### config.mk
export PLATFORM = sky130hd
export DESIGN_NAME = ini_text_packer_unit
export DESIGN_NICKNAME = d
export VERILOG_FILES = /design/src/rtl/core/itp_pkg.sv /design/src/rtl/core/ini_text_packer_unit.sv
export SDC_FILE = /design/constraint.sdc
export NUM_CORES = 1
export LEC_CHECK = 0
export BUFFER_PORTS_ARGS = -buffer_cell sky130_fd_sc_hd__buf_2
export CORE_MARGIN = 2
export CORE_UTILIZATION = 55
export DETAILED_ROUTE_END_ITERATION = 8
export GPL_ROUTABILITY_DRIVEN = 0
export PLACE_DENSITY = 0.82
export REMOVE_ABC_BUFFERS = 1
export SYNTH_ARGS = -nofsm -noshare
export SYNTH_HDL_FRONTEND = slang
export SYNTH_SLANG_ARGS = --single-unit
### constraint.sdc
create_clock -name clk -period 8.69 [get_ports clk]
set_input_delay 0.869 -clock clk [delete_from_list [all_inputs] [get_ports clk]]
set_output_delay 0.869 -clock clk [all_outputs]
set_load 0.005 [all_outputs]
### src/rtl/core/itp_pkg.sv
// itp_pkg: types, character constants and helpers for the ini text packer
// used by ini_text_packer_unit; no dependencies

package itp_pkg;

  // widths of the saturating counters and of the report fields
  localparam int LINE_BITS   = 16;
  localparam int LENGTH_BITS = 16;
  localparam int REPORT_BITS = 16;

  // characters of interest
  localparam logic [7:0] CH_QUOTE   = 8'h22;
  localparam logic [7:0] CH_LBRACK  = 8'h5B;
  localparam logic [7:0] CH_RBRACK  = 8'h5D;
  localparam logic [7:0] CH_EQUAL   = 8'h3D;
  localparam logic [7:0] CH_HASH    = 8'h23;
  localparam logic [7:0] CH_SEMI    = 8'h3B;
  localparam logic [7:0] CH_NEWLINE = 8'h0A;
  localparam logic [7:0] CH_NUL     = 8'h00;

  // input mode codes
  typedef enum logic {
    MODE_TEXT = 1'b0,
    MODE_END  = 1'b1
  } mode_t;

  // result kinds
  typedef enum logic [1:0] {
    KIND_BYTE  = 2'd0,
    KIND_DONE  = 2'd1,
    KIND_ERROR = 2'd2
  } kind_t;

  // syntax error codes
  typedef enum logic [2:0] {
    ERR_UNMATCHED  = 3'd0,
    ERR_NO_VALUE   = 3'd1,
    ERR_NO_EQ      = 3'd2,
    ERR_NO_SECNAME = 3'd3,
    ERR_NO_SECEND  = 3'd4,
    ERR_JUNK       = 3'd5
  } err_code_t;

  // line parser states
  typedef enum logic [3:0] {
    ST_LINE_START,
    ST_SEC_FIRST,
    ST_SEC_NAME,
    ST_KEY,
    ST_EQ,
    ST_VALUE,
    ST_LINE_END,
    ST_SKIP,
    ST_ERROR
  } parse_state_t;

  function automatic logic is_letter(input logic [7:0] c);
    return ((c >= 8'h41) && (c <= 8'h5A)) || ((c >= 8'h61) && (c <= 8'h7A));
  endfunction

  function automatic logic is_white(input logic [7:0] c);
    return (c == 8'h20) || ((c >= 8'h09) && (c <= 8'h0D));
  endfunction

  function automatic logic is_comment(input logic [7:0] c);
    return (c == CH_HASH) || (c == CH_SEMI);
  endfunction

  // clamp a counter value to the report width
  function automatic logic [REPORT_BITS-1:0] cap_report(input logic [31:0] v);
    logic [31:0] lim;
    lim = 32'((64'd1 << REPORT_BITS) - 64'd1);
    return (v > lim) ? '1 : v[REPORT_BITS-1:0];
  endfunction

endpackage

### src/rtl/core/ini_text_packer_unit.sv
// ini_text_packer_unit: streaming packer and syntax checker for ini style text
// depends on itp_pkg (types, character constants, helper functions)
//
//  channel | handshake          | payload
//  --------+--------------------+--------------------------------------------------
//  input   | in_valid/in_stall  | mode, text_byte
//  output  | out_valid/out_stall| kind, packed_byte, error_code, line_number,
//          |                    | packed_length
//
// one input transaction per cycle while the input is not stalled; a transaction that
// yields a result loads it into the result register, where it shows in the next cycle
// the parser state and counters update in the same cycle a transaction is taken
// rst (synchronous) returns the parser to line start, line count one, length zero
// input stalls only while the result register is full and the output stalls

module ini_text_packer_unit import itp_pkg::*; (
  input  logic                   clk,
  input  logic                   rst,
  input  logic                   in_valid,
  output logic                   in_stall,
  input  logic                   mode,
  input  logic [7:0]             text_byte,
  output logic                   out_valid,
  input  logic                   out_stall,
  output logic [1:0]             kind,
  output logic [7:0]             packed_byte,
  output logic [2:0]             error_code,
  output logic [REPORT_BITS-1:0] line_number,
  output logic [REPORT_BITS-1:0] packed_length
);

  parse_state_t           state, state_next;
  err_code_t              err, err_next;
  logic                   inside_quotes, inside_quotes_next;
  logic [LINE_BITS-1:0]   line_count, line_count_next;
  logic [LENGTH_BITS-1:0] out_count, out_count_next;

  logic       in_take;
  logic       res_valid;
  kind_t      res_kind;
  logic [7:0] res_byte;
  err_code_t  res_code;
  logic [REPORT_BITS-1:0] res_line;
  logic [REPORT_BITS-1:0] res_len;

  // result register frees when empty or drained
  assign in_stall = out_valid && out_stall;
  assign in_take  = in_valid && !in_stall;

  // parser next state and result
  always_comb begin
    logic       quote_flip;
    logic       keep;
    logic       emit;
    logic       new_line;
    logic [7:0] pb;

    quote_flip = (text_byte == CH_QUOTE);
    keep       = 1'b0;
    emit       = 1'b0;
    new_line   = 1'b0;
    pb         = CH_NUL;

    state_next         = state;
    err_next           = err;
    inside_quotes_next = inside_quotes;
    line_count_next    = line_count;
    out_count_next     = out_count;

    res_valid = 1'b0;
    res_kind  = KIND_BYTE;
    res_byte  = CH_NUL;
    res_code  = ERR_UNMATCHED;
    res_line  = '0;
    res_len   = '0;

    if (mode == MODE_END) begin
      // end of text: report and return to reset
      res_valid = 1'b1;
      res_kind  = KIND_ERROR;
      res_line  = cap_report(32'(line_count));
      unique case (state)
        ST_SEC_FIRST: res_code = ERR_NO_SECNAME;
        ST_SEC_NAME:  res_code = ERR_NO_SECEND;
        ST_KEY:       res_code = ERR_NO_EQ;
        ST_EQ:        res_code = ERR_NO_VALUE;
        ST_VALUE:     res_code = ERR_UNMATCHED;
        ST_ERROR:     res_code = err;
        default: begin
          res_kind = KIND_DONE;
          res_line = '0;
          res_len  = cap_report(32'(out_count));
        end
      endcase
      state_next         = ST_LINE_START;
      err_next           = ERR_UNMATCHED;
      inside_quotes_next = 1'b0;
      line_count_next    = LINE_BITS'(1);
      out_count_next     = '0;
    end else begin
      // quote toggle and whitespace filter
      inside_quotes_next = inside_quotes ^ quote_flip;
      keep = inside_quotes_next || !is_white(text_byte) || (text_byte == CH_NEWLINE);
      if (keep && (state != ST_ERROR)) begin
        unique case (state)
          ST_LINE_START: begin
            if (text_byte == CH_LBRACK) begin
              emit = 1'b1; pb = text_byte; state_next = ST_SEC_FIRST;
            end else if (is_letter(text_byte)) begin
              emit = 1'b1; pb = text_byte; state_next = ST_KEY;
            end else if (text_byte == CH_NEWLINE) begin
              new_line = 1'b1;
            end else if (is_comment(text_byte)) begin
              state_next = ST_SKIP;
            end else begin
              state_next = ST_ERROR; err_next = ERR_JUNK;
            end
          end
          ST_SEC_FIRST: begin
            if (is_letter(text_byte)) begin
              emit = 1'b1; pb = text_byte; state_next = ST_SEC_NAME;
            end else begin
              state_next = ST_ERROR; err_next = ERR_NO_SECNAME;
            end
          end
          ST_SEC_NAME: begin
            if (is_letter(text_byte)) begin
              emit = 1'b1; pb = text_byte;
            end else if (text_byte == CH_RBRACK) begin
              emit = 1'b1; state_next = ST_LINE_END;
            end else begin
              state_next = ST_ERROR; err_next = ERR_NO_SECEND;
            end
          end
          ST_KEY: begin
            if (is_letter(text_byte)) begin
              emit = 1'b1; pb = text_byte;
            end else if (text_byte == CH_EQUAL) begin
              state_next = ST_EQ;
            end else begin
              state_next = ST_ERROR; err_next = ERR_NO_EQ;
            end
          end
          ST_EQ: begin
            if (text_byte == CH_QUOTE) begin
              emit = 1'b1; state_next = ST_VALUE;
            end else begin
              state_next = ST_ERROR; err_next = ERR_NO_VALUE;
            end
          end
          ST_VALUE: begin
            if (text_byte == CH_QUOTE) begin
              emit = 1'b1; state_next = ST_LINE_END;
            end else if ((text_byte == CH_NEWLINE) || (text_byte == CH_NUL)) begin
              state_next = ST_ERROR; err_next = ERR_UNMATCHED;
            end else begin
              emit = 1'b1; pb = text_byte;
            end
          end
          ST_LINE_END: begin
            if (is_comment(text_byte)) begin
              state_next = ST_SKIP;
            end else if (text_byte == CH_NEWLINE) begin
              new_line = 1'b1;
            end else begin
              state_next = ST_ERROR; err_next = ERR_JUNK;
            end
          end
          ST_SKIP: begin
            if (text_byte == CH_NEWLINE) begin
              new_line = 1'b1;
            end
          end
          default: begin
          end
        endcase
      end

      // saturating line and length counters
      if (new_line) begin
        state_next = ST_LINE_START;
        if (line_count != '1) begin
          line_count_next = line_count + LINE_BITS'(1);
        end
      end
      if (emit) begin
        if (out_count != '1) begin
          out_count_next = out_count + LENGTH_BITS'(1);
        end
        res_valid = 1'b1;
        res_kind  = KIND_BYTE;
        res_byte  = pb;
      end
    end
  end

  // parser state registers
  always_ff @(posedge clk) begin
    if (rst) begin
      state         <= ST_LINE_START;
      err           <= ERR_UNMATCHED;
      inside_quotes <= 1'b0;
      line_count    <= LINE_BITS'(1);
      out_count     <= '0;
    end else if (in_take) begin
      state         <= state_next;
      err           <= err_next;
      inside_quotes <= inside_quotes_next;
      line_count    <= line_count_next;
      out_count     <= out_count_next;
    end
  end

  // result register valid
  always_ff @(posedge clk) begin
    if (rst) begin
      out_valid <= 1'b0;
    end else if (in_take) begin
      out_valid <= res_valid;
    end else if (!out_stall) begin
      out_valid <= 1'b0;
    end
  end

  // result register payload
  always_ff @(posedge clk) begin
    if (in_take && res_valid) begin
      kind          <= res_kind;
      packed_byte   <= res_byte;
      error_code    <= res_code;
      line_number   <= res_line;
      packed_length <= res_len;
    end
  end

`ifndef SYNTHESIS
  // an end marker always yields a final report
  assert property (@(posedge clk) disable iff (rst)
    (in_take && (mode == MODE_END)) |=>
      (out_valid && ((kind == KIND_DONE) || (kind == KIND_ERROR))))
    else $error("end marker gave no final report");

  // an end marker returns the parser to its reset condition
  assert property (@(posedge clk) disable iff (rst)
    (in_take && (mode == MODE_END)) |=>
      ((state == ST_LINE_START) && (line_count == LINE_BITS'(1)) &&
       (out_count == '0) && !inside_quotes))
    else $error("parser not cleared after end marker");

  // text after an error emits nothing
  assert property (@(posedge clk) disable iff (rst)
    (in_take && (mode == MODE_TEXT) && (state == ST_ERROR)) |=> !out_valid)
    else $error("output produced after syntax error");

  // packed length only grows while parsing text
  assert property (@(posedge clk) disable iff (rst)
    (in_take && (mode == MODE_TEXT)) |=> (out_count >= $past(out_count)))
    else $error("packed length went backward");
`endif

endmodule
==> impl_metrics.tcl <==
set metrics [dict create \
    area_growth_pct 12.1 \
    clkSinkCount 86 \
    cp-end-kind "flip-flop" \
    routedWlPerCell_um 16.0 \
    syn_inst 452 \
    synth_area_leaders "edfxtp_1 (31%), dfxtp_1 (19%), nand2_1 (4.3%)" \
    synth_top_cell_by_area "edfxtp_1" \
    grt_pass1_wl_um 15900 \
    seqCellArea_um2 2170 \
    p_per_area_nw_per_um2 165 \
    io_buffers 59 \
    synth_edf_count 45 \
    antenna_cells 0 \
    relSlewSlack_pct 18.5 \
    grt_pass1_vias 3445 \
    multi_input_area_um2 2010 \
    ant_nets 0 \
    die_area_um2 8620 \
    post-route-min-period_ps 3710 \
    setup_slack_ps 4980 \
    postCtsSetupBuffers 0 \
    tns_ps 0 \
    synth-main-ff-cell "edfxtp_1" \
    synth_top_area_share_pct 31.1 \
    drt_iter0_drc 227 \
    fin_nets 513 \
    cp.arrival_ps 3690 \
    finalSetupViolations 0 \
    die_y_um 92.8 \
    core_um2 7690 \
    synth.distinct_cells 62 \
    die_w_um 92.8 \
    rsz0062_at_grt "no" \
    grt_max_degree 47 \
    cts_tree "done" \
    layout-drive-gt1-share_pct 17.1 \
    yosys_register_bits 86 \
    vias 3690 \
    drt-vias-per-instance 6.10 \
    final_hold_viol_count 0 \
    clock_tree.buffer_depth 2 \
    slew_violations 0 \
    cts_root_buf "clkbuf_8" \
    fillers 636 \
    num_rows 32 \
    vdd_drop_max_mv 0.111 \
    first_pass_iters 5 \
    hp-class "flip-flop to flip-flop" \
    pin_count 60 \
    required_ps 8670 \
    grt_usage_pct 23.2 \
    r2r_slack_ps 4980 \
    cp-start-kind "flip-flop" \
    skew_ps 8.88 \
    drv_cap 0 \
    fin_crit_sh_pct 42.7 \
    clkTransAtPathRegs_ps 90 \
    cp_max_fo 46 \
    yosysWarnings 0 \
    outcome "complete, no violations" \
    worst_pin_slew_ps 1220 \
    cts_hold_buf 0 \
    synth_area_um2 4340 \
    fin_hold_ws_ps 471 \
    fin_util_pct 63.2 \
    clk_latency_ps 360 \
    antenna_found_initial 0 \
    cts-resized-gates 0 \
    async_flop_share_pct 0 \
    globalRouteOverflowTotal 0 \
    yosysSeqAreaShare_pct 50.1 \
    numCtsBuffers 9 \
    syn_avg_cell_area_um2 9.60 \
    pre_cts_ws_ps 4710 \
    timing.fmax_ghz 0.269 \
    leakage_nw 1.72 \
    power.total_mw 0.801 \
    wl_um 9660 \
    start_util_pct 56.4 \
    dp_hpwl_um 6760 \
    path_class "flip-flop to flip-flop" \
    route.detailed.drc 0 \
    htree_num_levels 3 \
]
cell usage after synthesis, types with 2 or more instances:
cell       count
a2111oi_0      2
a211oi_1       4
a21o_1         2
a21oi_1       26
a31o_2         2
a31oi_1        6
a41o_1         2
and2_1        28
and3_1         6
and4_1         5
buf_2          2
clkbuf_1      21
dfxtp_1       41
edfxtp_1      45
ha_1           2
inv_1         15
mux2i_1        9
nand2_1       50
nand2b_1       4
nand3_1       13
nand3b_1       2
nand4_1        9
nand4b_1       2
nand4bb_1      2
nor2_1        41
nor3_1        11
nor4_1        15
nor4b_1        2
o211ai_1       4
o21a_1         6
o21ai_0        9
o21ai_1        4
o31ai_1        6
o41ai_1        2
or2_2          2
or3_1          5
or4_1          5
or4b_1         3
or4b_2         2
xnor2_1        5
xor2_1         9
sequential cells by signal (all words and copies together) (netlist names):
| register | cells |
|---|---|
| error_code | 3 |
| line_count | 16 |
| packed_length | 16 |
| kind | 2 |
| inside_quotes | 1 |
| state | 4 |
| out_count | 16 |
| out_valid | 1 |
| err | 3 |
| packed_byte | 8 |
| line_number | 16 |
final cells by class:
type / count / area share, %
Multi-Input combinational cell: 325 / 41.4
Tap cell: 102 / 2.62
Timing Repair Buffer: 60 / 6.23
Inverter: 16 / 1.24
Sequential cell: 86 / 44.7
Clock buffer: 10 / 2.62
Clock inverter: 6 / 1.26
worst paths after layout:
check	from	to	depth (start not counted)
worst max register to register	state[0]	line_number[9]	5
worst min register to register	err[0]	err[0]	2
worst max-delay path	state[0]	line_number[9]	5
worst min-delay path	err[0]	err[0]	2
cell usage in the layout (no fill, tap or decap), types with 3 or more instances in the layout:
cell type	Yosys	final
o31ai_1	6	6
nor2_1	41	40
buf_2	2	59
mux2i_1	9	9
or4b_1	3	3
edfxtp_1	45	45
a31oi_1	6	6
clkbuf_8	0	9
or4_1	5	5
and3_1	6	6
nand3_1	13	13
xnor2_1	5	5
inv_1	15	15
o21a_1	6	6
or3_1	5	5
xor2_1	9	9
o21ai_0	9	9
nor4_1	15	15
nand2_1	50	50
a21oi_1	26	26
and2_1	28	28
o211ai_1	4	4
clkinv_2	0	3
dfxtp_1	41	41
nand2b_1	4	4
nor3_1	11	11
nand4_1	9	9
o21ai_1	4	4
a211oi_1	4	4
and4_1	5	5
layer usage:
metal | vias to the layer above | part of all wire (%) | global-route usage, %
met5 | - | 0 | 0
met4 | 0 | 2.3 | 11.2
met3 | 22 | 6.4 | 3.09
met2 | 165 | 50 | 39.1
met1 | 1736 | 42 | 29.6
li1 | 1767 | - | -
critical path, stage by stage, from the launching register on:
cell and delay, ps:
dfxtp_1 540, or4_1 600, or4b_1 620, nor4b_4 210, a21o_1 350, nor2_4 950
power breakdown:
| part | switching [mW] | internal (mW) |
|---|---|---|
| Combinational | 0.0524 | 0.0257 |
| Clock | 0.142 | 0.132 |
| Sequential | 0.00741 | 0.441 |
| Total | 0.202 | 0.599 |
metrics by stage:
step / cells / cell area (um2)
final: 605 / 4860
after CTS: 605 / 4860
after floorplan: 427 / 4240
after detailed placement: 589 / 4670
after global placement: 589 / 4670
after global routing: 605 / 4860
cells by family (layout without fill, tap and decap cells):
logic type | after synthesis | after routing | synth area share, %
buffers and inverters | 41 | 92 | 3.78
AND/OR/NAND/NOR | 212 | 212 | 26.8
adder cells (fa/ha/maj) | 2 | 2 | 0.577
flip-flops | 86 | 86 | 50.1
AO/OA/AOI/OAI | 87 | 87 | 13.7
XOR/XNOR | 14 | 14 | 2.83
multiplexers | 10 | 10 | 2.34
(Power assumes the default switching activity.)
